## src/rtl/ctt_pkg.sv

```systemverilog
// Shared constants, codes and control types of the countdown timer table.
package ctt_pkg;

  localparam int unsigned CTT_CAPACITY = 16;
  localparam int unsigned CTT_AW = (CTT_CAPACITY > 1) ? $clog2(CTT_CAPACITY) : 1;
  localparam int unsigned CTT_CW = $clog2(CTT_CAPACITY + 1);
  localparam int unsigned CTT_SEC_W = 16;
  localparam int unsigned CTT_TAG_W = 32;
  localparam int unsigned CTT_REM_W = 17;

  typedef enum logic {
    ACT_ADD  = 1'b0,
    ACT_TICK = 1'b1
  } action_e;

  typedef enum logic [1:0] {
    KIND_ADD_OK   = 2'd0,
    KIND_ADD_FULL = 2'd1,
    KIND_EXPIRED  = 2'd2,
    KIND_NONE     = 2'd3
  } kind_e;

  typedef enum logic [1:0] {
    ST_IDLE,
    ST_ADD,
    ST_SCAN,
    ST_FLUSH
  } state_e;

  typedef struct packed {
    logic [CTT_REM_W-1:0] remaining;
    logic [CTT_TAG_W-1:0] tag;
  } entry_t;

  localparam int unsigned CTT_ENTRY_W = $bits(entry_t);

  typedef struct packed {
    logic load;
    logic add_push;
    logic scan_start;
    logic read_first;
    logic scan_step;
    logic flush_push;
  } ctt_cmd_t;

  typedef struct packed {
    logic out_free;
    logic is_tick;
    logic live_zero;
    logic expired;
    logic pend_valid;
    logic last_entry;
  } ctt_sts_t;

endpackage

```

## src/rtl/ctt_in_if.sv

```systemverilog
// Input channel: timer add or tick transaction.
interface ctt_in_if;
  logic                           valid;
  logic                           ready;
  logic                           action;
  logic [ctt_pkg::CTT_SEC_W-1:0]  seconds;
  logic [ctt_pkg::CTT_TAG_W-1:0]  tag;

  modport source (output valid, action, seconds, tag, input ready);
  modport sink   (input valid, action, seconds, tag, output ready);
endinterface

```

## src/rtl/ctt_out_if.sv

```systemverilog
// Output channel: one result transaction.
interface ctt_out_if;
  logic                           valid;
  logic                           ready;
  logic [1:0]                     kind;
  logic [ctt_pkg::CTT_TAG_W-1:0]  expired_tag;
  logic                           last;

  modport source (output valid, kind, expired_tag, last, input ready);
  modport sink   (input valid, kind, expired_tag, last, output ready);
endinterface

```

## src/rtl/ctt_ram.sv

```systemverilog
// Generic single-write, single-read RAM with registered read data.
module ctt_ram #(
  parameter int unsigned Width = 8,
  parameter int unsigned Depth = 16,
  localparam int unsigned Aw = (Depth > 1) ? $clog2(Depth) : 1
) (
  input  logic             clk_i,
  input  logic             we_i,
  input  logic [Aw-1:0]    waddr_i,
  input  logic [Width-1:0] wdata_i,
  input  logic             re_i,
  input  logic [Aw-1:0]    raddr_i,
  output logic [Width-1:0] rdata_o
);

  logic [Width-1:0] mem_q [Depth];
  logic [Width-1:0] rdata_q;

  always_ff @(posedge clk_i) begin
    if (we_i) begin
      mem_q[waddr_i] <= wdata_i;
    end
    if (re_i) begin
      rdata_q <= mem_q[raddr_i];
    end
  end

  assign rdata_o = rdata_q;

endmodule

```

## src/rtl/ctt_ctrl.sv

```systemverilog
// Sequencer of the timer table: add, table scan and final result.
module ctt_ctrl (
  input  logic              clk_i,
  input  logic              rst_ni,
  input  logic              in_valid_i,
  output logic              in_ready_o,
  input  ctt_pkg::ctt_sts_t sts_i,
  output ctt_pkg::ctt_cmd_t cmd_o
);
  import ctt_pkg::*;

  state_e state_q, state_d;

  always_ff @(posedge clk_i or negedge rst_ni) begin
    if (!rst_ni) begin
      state_q <= ST_IDLE;
    end else begin
      state_q <= state_d;
    end
  end

  always_comb begin
    state_d    = state_q;
    cmd_o      = '0;
    in_ready_o = 1'b0;
    case (state_q)
      ST_IDLE: begin
        in_ready_o = 1'b1;
        if (in_valid_i) begin
          cmd_o.load = 1'b1;
          if (sts_i.is_tick) begin
            cmd_o.scan_start = 1'b1;
            if (sts_i.live_zero) begin
              state_d = ST_FLUSH;
            end else begin
              cmd_o.read_first = 1'b1;
              state_d          = ST_SCAN;
            end
          end else begin
            state_d = ST_ADD;
          end
        end
      end
      ST_ADD: begin
        if (sts_i.out_free) begin
          cmd_o.add_push = 1'b1;
          state_d        = ST_IDLE;
        end
      end
      ST_SCAN: begin
        // stall only when an older expiry must leave first
        if (!(sts_i.expired && sts_i.pend_valid && !sts_i.out_free)) begin
          cmd_o.scan_step = 1'b1;
          if (sts_i.last_entry) begin
            state_d = ST_FLUSH;
          end
        end
      end
      ST_FLUSH: begin
        if (sts_i.out_free) begin
          cmd_o.flush_push = 1'b1;
          state_d          = ST_IDLE;
        end
      end
      default: state_d = ST_IDLE;
    endcase
  end

endmodule

```

## src/rtl/ctt_dp.sv

```systemverilog
// Timer table datapath: entry RAM, scan pointers, pending expiry and result register.
module ctt_dp (
  input  logic                          clk_i,
  input  logic                          rst_ni,
  input  ctt_pkg::ctt_cmd_t             cmd_i,
  output ctt_pkg::ctt_sts_t             sts_o,
  input  logic                          in_action_i,
  input  logic [ctt_pkg::CTT_SEC_W-1:0] in_seconds_i,
  input  logic [ctt_pkg::CTT_TAG_W-1:0] in_tag_i,
  output logic                          out_valid_o,
  input  logic                          out_ready_i,
  output logic [1:0]                    out_kind_o,
  output logic [ctt_pkg::CTT_TAG_W-1:0] out_tag_o,
  output logic                          out_last_o
);
  import ctt_pkg::*;

  logic [CTT_SEC_W-1:0] sec_q;
  logic [CTT_TAG_W-1:0] tag_q;
  logic [CTT_CW-1:0]    live_q, live_d;
  logic [CTT_AW-1:0]    rd_q, rd_d;
  logic [CTT_CW-1:0]    wr_q, wr_d;
  logic                 pend_valid_q, pend_valid_d;
  logic [CTT_TAG_W-1:0] pend_tag_q, pend_tag_d;
  logic                 out_valid_q, out_valid_d;
  kind_e                out_kind_q, out_kind_d;
  logic [CTT_TAG_W-1:0] out_tag_q, out_tag_d;
  logic                 out_last_q, out_last_d;

  logic                 ram_we;
  logic [CTT_AW-1:0]    ram_waddr;
  entry_t               ram_wdata;
  logic                 ram_re;
  logic [CTT_AW-1:0]    ram_raddr;
  logic [CTT_ENTRY_W-1:0] ram_rdata;
  entry_t               cur;

  logic out_free, full, expired, last_entry, push;

  ctt_ram #(
    .Width (CTT_ENTRY_W),
    .Depth (CTT_CAPACITY)
  ) u_ram (
    .clk_i   (clk_i),
    .we_i    (ram_we),
    .waddr_i (ram_waddr),
    .wdata_i (ram_wdata),
    .re_i    (ram_re),
    .raddr_i (ram_raddr),
    .rdata_o (ram_rdata)
  );

  assign cur        = entry_t'(ram_rdata);
  assign out_free   = !out_valid_q || out_ready_i;
  assign full       = (live_q == CTT_CW'(CTT_CAPACITY));
  assign expired    = (cur.remaining <= CTT_REM_W'(1));
  assign last_entry = ((CTT_CW'(rd_q) + CTT_CW'(1)) == live_q);

  assign sts_o.out_free   = out_free;
  assign sts_o.is_tick    = (action_e'(in_action_i) == ACT_TICK);
  assign sts_o.live_zero  = (live_q == '0);
  assign sts_o.expired    = expired;
  assign sts_o.pend_valid = pend_valid_q;
  assign sts_o.last_entry = last_entry;

  always_comb begin
    ram_re    = cmd_i.read_first || (cmd_i.scan_step && !last_entry);
    ram_raddr = cmd_i.read_first ? '0 : rd_q + CTT_AW'(1);
    ram_we    = 1'b0;
    ram_waddr = wr_q[CTT_AW-1:0];
    ram_wdata = '{remaining: cur.remaining - CTT_REM_W'(1), tag: cur.tag};
    if (cmd_i.add_push && !full) begin
      ram_we    = 1'b1;
      ram_waddr = live_q[CTT_AW-1:0];
      ram_wdata = '{remaining: CTT_REM_W'(sec_q), tag: tag_q};
    end else if (cmd_i.scan_step && !expired) begin
      ram_we = 1'b1;
    end
  end

  always_comb begin
    live_d       = live_q;
    rd_d         = rd_q;
    wr_d         = wr_q;
    pend_valid_d = pend_valid_q;
    pend_tag_d   = pend_tag_q;
    out_kind_d   = out_kind_q;
    out_tag_d    = out_tag_q;
    out_last_d   = out_last_q;
    push         = 1'b0;

    if (cmd_i.scan_start) begin
      rd_d         = '0;
      wr_d         = '0;
      pend_valid_d = 1'b0;
    end

    if (cmd_i.add_push) begin
      push       = 1'b1;
      out_kind_d = full ? KIND_ADD_FULL : KIND_ADD_OK;
      out_tag_d  = '0;
      out_last_d = 1'b1;
      if (!full) begin
        live_d = live_q + CTT_CW'(1);
      end
    end

    if (cmd_i.scan_step) begin
      rd_d = rd_q + CTT_AW'(1);
      if (expired) begin
        if (pend_valid_q) begin
          push       = 1'b1;
          out_kind_d = KIND_EXPIRED;
          out_tag_d  = pend_tag_q;
          out_last_d = 1'b0;
        end
        pend_valid_d = 1'b1;
        pend_tag_d   = cur.tag;
      end else begin
        wr_d = wr_q + CTT_CW'(1);
      end
    end

    if (cmd_i.flush_push) begin
      push         = 1'b1;
      out_kind_d   = pend_valid_q ? KIND_EXPIRED : KIND_NONE;
      out_tag_d    = pend_valid_q ? pend_tag_q : '0;
      out_last_d   = 1'b1;
      live_d       = wr_q;
      pend_valid_d = 1'b0;
    end

    out_valid_d = push ? 1'b1 : (out_ready_i ? 1'b0 : out_valid_q);
  end

  always_ff @(posedge clk_i or negedge rst_ni) begin
    if (!rst_ni) begin
      live_q       <= '0;
      rd_q         <= '0;
      wr_q         <= '0;
      pend_valid_q <= 1'b0;
      out_valid_q  <= 1'b0;
    end else begin
      live_q       <= live_d;
      rd_q         <= rd_d;
      wr_q         <= wr_d;
      pend_valid_q <= pend_valid_d;
      out_valid_q  <= out_valid_d;
    end
  end

  always_ff @(posedge clk_i) begin
    if (cmd_i.load) begin
      sec_q <= in_seconds_i;
      tag_q <= in_tag_i;
    end
    pend_tag_q <= pend_tag_d;
    out_kind_q <= out_kind_d;
    out_tag_q  <= out_tag_d;
    out_last_q <= out_last_d;
  end

  assign out_valid_o = out_valid_q;
  assign out_kind_o  = out_kind_q;
  assign out_tag_o   = out_tag_q;
  assign out_last_o  = out_last_q;

  assert property (@(posedge clk_i) disable iff (!rst_ni)
    live_q <= CTT_CW'(CTT_CAPACITY))
    else $error("live count above capacity");

  assert property (@(posedge clk_i) disable iff (!rst_ni)
    cmd_i.scan_step |-> wr_q <= CTT_CW'(rd_q))
    else $error("write pointer passed read pointer");

  assert property (@(posedge clk_i) disable iff (!rst_ni)
    push |-> out_free)
    else $error("result register overwritten");

  assert property (@(posedge clk_i) disable iff (!rst_ni)
    out_valid_q && (out_kind_q == KIND_NONE || out_kind_q == KIND_ADD_OK ||
                    out_kind_q == KIND_ADD_FULL) |-> out_last_q && out_tag_q == '0)
    else $error("single result without last marker or with tag");

endmodule

```

## src/rtl/countdown_timer_table_core.sv

```systemverilog
// Countdown timer table top level: sequencer plus datapath.
// A transaction is taken only while the block is idle. An add leaves one
// result. In a tick the entries are walked one per cycle through the single
// read port of the entry RAM, unless an older expiry waits on a busy sink;
// survivors are written back compacted, and expired tags leave in table
// order.
module countdown_timer_table_core (
  input  logic       clk_i,
  input  logic       rst_ni,
  ctt_in_if.sink     in_i,
  ctt_out_if.source  out_o
);
  import ctt_pkg::*;

  ctt_cmd_t cmd;
  ctt_sts_t sts;

  ctt_ctrl u_ctrl (
    .clk_i      (clk_i),
    .rst_ni     (rst_ni),
    .in_valid_i (in_i.valid),
    .in_ready_o (in_i.ready),
    .sts_i      (sts),
    .cmd_o      (cmd)
  );

  ctt_dp u_dp (
    .clk_i        (clk_i),
    .rst_ni       (rst_ni),
    .cmd_i        (cmd),
    .sts_o        (sts),
    .in_action_i  (in_i.action),
    .in_seconds_i (in_i.seconds),
    .in_tag_i     (in_i.tag),
    .out_valid_o  (out_o.valid),
    .out_ready_i  (out_o.ready),
    .out_kind_o   (out_o.kind),
    .out_tag_o    (out_o.expired_tag),
    .out_last_o   (out_o.last)
  );

endmodule

```

## src/flat_wrapper.sv

```systemverilog
// flat-port wrapper written by rule: the top's interface ports become plain ports
module countdown_timer_table_core_flat import ctt_pkg::*;
  (clk_i, rst_ni, in_i_valid, in_i_action, in_i_seconds, in_i_tag, in_i_ready, out_o_valid, out_o_kind, out_o_expired_tag, out_o_last, out_o_ready);
  ctt_in_if in_i_i ();
  ctt_out_if out_o_i ();
  input  logic clk_i;
  input  logic rst_ni;
  input wire logic [$bits(in_i_i.valid)-1:0] in_i_valid;
  input wire logic [$bits(in_i_i.action)-1:0] in_i_action;
  input wire logic [$bits(in_i_i.seconds)-1:0] in_i_seconds;
  input wire logic [$bits(in_i_i.tag)-1:0] in_i_tag;
  output wire logic [$bits(in_i_i.ready)-1:0] in_i_ready;
  output wire logic [$bits(out_o_i.valid)-1:0] out_o_valid;
  output wire logic [$bits(out_o_i.kind)-1:0] out_o_kind;
  output wire logic [$bits(out_o_i.expired_tag)-1:0] out_o_expired_tag;
  output wire logic [$bits(out_o_i.last)-1:0] out_o_last;
  input wire logic [$bits(out_o_i.ready)-1:0] out_o_ready;
  assign in_i_i.valid = in_i_valid;
  assign in_i_i.action = in_i_action;
  assign in_i_i.seconds = in_i_seconds;
  assign in_i_i.tag = in_i_tag;
  assign in_i_ready = in_i_i.ready;
  assign out_o_valid = out_o_i.valid;
  assign out_o_kind = out_o_i.kind;
  assign out_o_expired_tag = out_o_i.expired_tag;
  assign out_o_last = out_o_i.last;
  assign out_o_i.ready = out_o_ready;
  countdown_timer_table_core u_core (.clk_i(clk_i), .rst_ni(rst_ni), .in_i(in_i_i), .out_o(out_o_i));
endmodule
```

## config.mk

```make
export PLATFORM = sky130hd
export DESIGN_NAME = countdown_timer_table_core_flat
export DESIGN_NICKNAME = d
export VERILOG_FILES = /design/src/rtl/ctt_pkg.sv /design/src/rtl/ctt_in_if.sv /design/src/rtl/ctt_out_if.sv /design/src/rtl/ctt_ram.sv /design/src/rtl/ctt_ctrl.sv /design/src/rtl/ctt_dp.sv /design/src/rtl/countdown_timer_table_core.sv /design/src/flat_wrapper.sv
export SDC_FILE = /design/constraint.sdc
export NUM_CORES = 1
export LEC_CHECK = 0
export BUFFER_PORTS_ARGS = -buffer_cell sky130_fd_sc_hd__clkbuf_2
export CORE_MARGIN = 4
export CORE_UTILIZATION = 33
export CTS_CLUSTER_DIAMETER = 120
export CTS_CLUSTER_SIZE = 12
export DETAILED_ROUTE_END_ITERATION = 8
export GPL_TIMING_DRIVEN = 0
export PLACE_DENSITY = 0.53
export SYNTH_ARGS = -nofsm -noshare
export SYNTH_HDL_FRONTEND = slang
export SYNTH_SLANG_ARGS = --single-unit
```

## constraint.sdc

```tcl
create_clock -name clk_i -period 7.5 [get_ports clk_i]
set_clock_uncertainty 0.15 [all_clocks]
set_input_delay 0 -clock clk_i [delete_from_list [all_inputs] [get_ports clk_i]]
set_output_delay 0 -clock clk_i [all_outputs]
set_load 0.02 [all_outputs]
```

==> qor.yml <==
status:
  status: "finished clean"
sta:
  hold_violations: 0
  period_minus_slack_ns: 4.783
  hold_ws_ns: 0.1689
  setup_tns_ns: 0
  tightest_slew_ns: 1.442
  setup_viol: 0
  maxSlewViolCount: 0
  fmax_mhz: 209.1
  rsz0062_at_grt: "no"
  fin_crit_sh_pct: 63.77
  slew_headroom_pct: 3.157
finish:
  regArea_um2: 28570
  finish.net_count: 2449
  synthToLayoutAreaGrowth_pct: 19.51
  fillers: 10110
  fin_cells: 3947
  n_antenna_cell: 0
  multiInputGateArea_um2: 8040
  final_util_pct: 39.94
  drive_gt1_share_pct: 21.84
job:
  max-cap-violations: 0
route:
  first_iter_violations: 2206
  via_count: 20540
  wl_per_cell_um: 25.02
  ant_nets: 0
  first_pass_iters: 6
  wl_met2_mm: 48.01
  post_drt_via_cell_ratio: 5.203
  wirelength_mm: 98.76
  drc: 0
  wirelength_met1_mm: 42.50
  wl_met3_mm: 5.859
  top_layer: "met4"
power:
  vdd_ir_drop_max_mv: 0.2240
  p_leak_nw: 14.53
  power_density_nw_per_um2: 436.3
logic_synthesis:
  syn_area_per_cell_um2: 18.57
  synth_top_family_by_area: "multiplexers"
  synthTopCellsByArea: "edfxtp_1 (74%), mux4_2 (5.8%), mux2_2 (2.5%), o21ai_0 (2.4%), dfxtp_1 (1.9%)"
  synthMuxAreaShare_pct: 9.740
  yosysSeqAreaShare_pct: 76.92
  synth-edff-count: 913
  synthDistinctLibCells: 61
  synthCells: 2000
  yosys.area_share.simple_pct: 1.897
  syn_area_um2: 37140
  synth_top_cell_by_area: "edfxtp_1"
  yosys.area_share.xor_xnor_pct: 0.5424
  synth_fa_ha_area_share_pct: 0.2021
  yosysTopAreaCellShare_pct: 73.82
  ys_ff_latch: 966
  synth_compound_area_share_pct: 9.009
  ys_warn_count: 0
  syn-num-nets: 2059
  ys_async_sr_fraction_pct: 1.863
  ys.flop_type: "edfxtp_1"
die:
  initial_utilization_pct: 33.42
  io_pins: 90
  design.die.area_um2: 118000
  die_h_um: 343.5
  rows: 122
  core_area_um2: 111100
  fp.dieW_um: 343.5
clock_tree:
  clk_pin_slew_ns: 0.06
  postCtsSetupBuffers: 0
  cts_tree: "built"
  clock_path_buffers: 3
  cts_buffers: 90
  clockRootBuffer: "clkbuf_16"
  clock_sinks: 966
  insertion_delay_ns: 0.65
  cts_hold_buf: 103
  postCtsResizedCells: 0
  cts.htree.levels: 3
critical_path:
  crit_path_max_incr_delay_ns: 0.87
  worstSetupPathType: "register to register"
  reg2reg_to: "u_core.u_dp.u_ram.mem_q[7][19]"
  rrSetupSlack_ns: 2.72
  rr_worst_depth: 11
  cp-startpoint: "u_core.u_dp.live_q[0]"
  cp_max_fo: 10
  worstSetupEndpointType: "register"
  startpoint_type: "register"
  crit_chain: "inv_1 > ha_1 > and4bb_2 > nor3_2 > buf_2 > a32oi_1 > nor3_2 > buf_6 > buf_6 > buf_4 > buf_6"
  endpoint: "u_core.u_dp.u_ram.mem_q[7][19]"
  reg2reg_from: "u_core.u_dp.live_q[0]"
  cp_data_arrival_time_ns: 4.97
  cp.required_ns: 7.68
  critPathMostFrequentCell: "buf_6"
  slowest_stage: "nor3_2"
placed_design:
  portBuffers: 89
  place.gp.congestion: 0.7902
  dp.cells: 3683
  dpl.hpwl_mm: 68.01
hold_path:
  hp-class: "input pin to register"
grt:
  grt_antenna_before_repair: 0
  grt_start_max_net_pins: 26
  grt_pass1_vias: 21040
  grt_pass1_wl_mm: 144.1
  overflow: 0
  grt_usage_pct: 16.59
[area by class of cell]
type / instances / area share, %
Sequential cell: 966 / 64.37
Multi-Input combinational cell: 889 / 18.12
Timing Repair Buffer: 298 / 5.977
Clock buffer: 156 / 5.776
Tap cell: 1488 / 4.195
Buffer: 133 / 1.311
Clock inverter: 5 / 0.1579
Inverter: 12 / 0.1015
[through the flow]
stage	instance area (um^2)	worst slack, ns	total power [W]
2_1_floorplan	37140	1.710	0.01238
3_3_place_gp	39450	-3.119	0.01492
3_5_place_dp	40720	2.793	0.01520
4_1_cts	44380	2.767	0.01954
5_1_grt	44380	2.596	0.02030
6_report	44380	2.717	0.01937
[worst min-delay path by stage]
stage	startpoint	cells after the start	end
6_report	in_i_valid	4	u_core.u_ctrl.state_q[0]
5_1_grt	in_i_valid	4	u_core.u_ctrl.state_q[0]
4_1_cts	in_i_valid	4	u_core.u_ctrl.state_q[0]
3_5_place_dp	rst_ni	1	u_core.u_dp.wr_q[1]
3_3_place_gp	rst_ni	1	u_core.u_dp.wr_q[1]
2_1_floorplan	rst_ni	0	u_core.u_ctrl.state_q[0]
[logic make-up (layout without fill, tap and decap cells)]
logic type                 Yosys count  count (layout)
xor gates and xnor gates            23              23
and+or+nand+nor                    135             135
buffers and inverters              145             604
adders and majority gates            6               6
muxes                              231             231
AOI/OAI and AO/OA                  494             494
DFF                                966             966
[registers in the layout (all words and copies together), names as in the netlist]
| name | cells |
|---|---|
| u_core.u_dp.pend_valid_q | 1 |
| u_core.u_dp.sec_q | 16 |
| u_core.u_dp.out_last_o | 1 |
| u_core.u_dp.out_tag_o | 32 |
| u_core.u_dp.out_valid_o | 1 |
| u_core.u_dp.out_kind_o | 2 |
| u_core.u_dp.u_ram.rdata_o | 49 |
| u_core.u_dp.wr_q | 5 |
| u_core.u_dp.rd_q | 4 |
| u_core.u_dp.tag_q | 32 |
| u_core.u_dp.u_ram.mem_q | 784 |
| u_core.u_dp.live_q | 5 |
| u_core.u_dp.pend_tag_q | 32 |
| u_core.u_ctrl.state_q | 2 |
[worst max-delay path, delay by kind of cell (launching register included)]
family | cells | cell delay [ns]
fa+ha+maj | 1 | 0.25
simple gates | 3 | 1.79
compound gates | 1 | 0.26
buf+inv | 6 | 1.51
flops | 1 | 0.47
[cell usage after synthesis, types with 3 or more instances]
master / count
nor2_1: 22
a21oi_1: 52
nand2b_1: 4
a22o_1: 34
and2_1: 3
mux2_2: 83
edfxtp_1: 913
a211o_1: 6
a21o_1: 49
nand3b_1: 6
nor3b_1: 4
clkbuf_1: 96
o21ai_1: 3
a32oi_1: 5
buf_1: 3
xor2_1: 13
a222oi_1: 46
o22ai_1: 51
mux2i_1: 52
and3_1: 6
dfxtp_1: 35
dfrtp_1: 18
ha_1: 6
o221ai_1: 5
xnor2_1: 10
o21ai_0: 175
nand2_1: 33
mux4_2: 96
nor3_1: 22
buf_2: 27
a2bb2oi_1: 49
inv_1: 12
a31oi_1: 4
buf_6: 6
nand3_1: 17
or2_2: 3
[per-layer routing]
metal,global-route usage (%),vias up
li1,-,9020
met1,22.68,10690
met2,27.55,689
met3,2.502,134
met4,4.932,0
met5,0,-
[placed cells by master (no fill, tap or decap), types with 5 or more instances in the layout]
cell type	count
xor2_1	13
and3_1	5
buf_6	90
a222oi_1	46
a21oi_1	52
inv_1	12
edfxtp_1	913
o221ai_1	5
o21ai_0	161
o21ai_1	16
ha_1	6
nand2_1	33
a2bb2oi_1	49
a211o_1	6
buf_4	13
xnor2_1	10
dlygate4sd3_1	103
nand3_1	17
a21o_1	49
clkbuf_1	159
a22o_1	34
mux2_2	83
nor3_1	6
nand3b_1	6
clkbuf_2	89
nor3_2	17
o22ai_1	51
dfrtp_1	18
nor2_1	22
a32oi_1	5
mux2i_1	52
buf_2	30
dfxtp_1	35
clkbuf_16	93
mux4_2	96
[where the power goes]
group | total (W) | internal [W] | switching [W]
Sequential | 0.00814 | 0.00785 | 0.000295
Combinational | 0.00697 | 0.00233 | 0.00464
Clock | 0.00425 | 0.00232 | 0.00194
Total | 0.0194 | 0.0125 | 0.00687
Note: power is estimated with default switching activity, not from simulation.
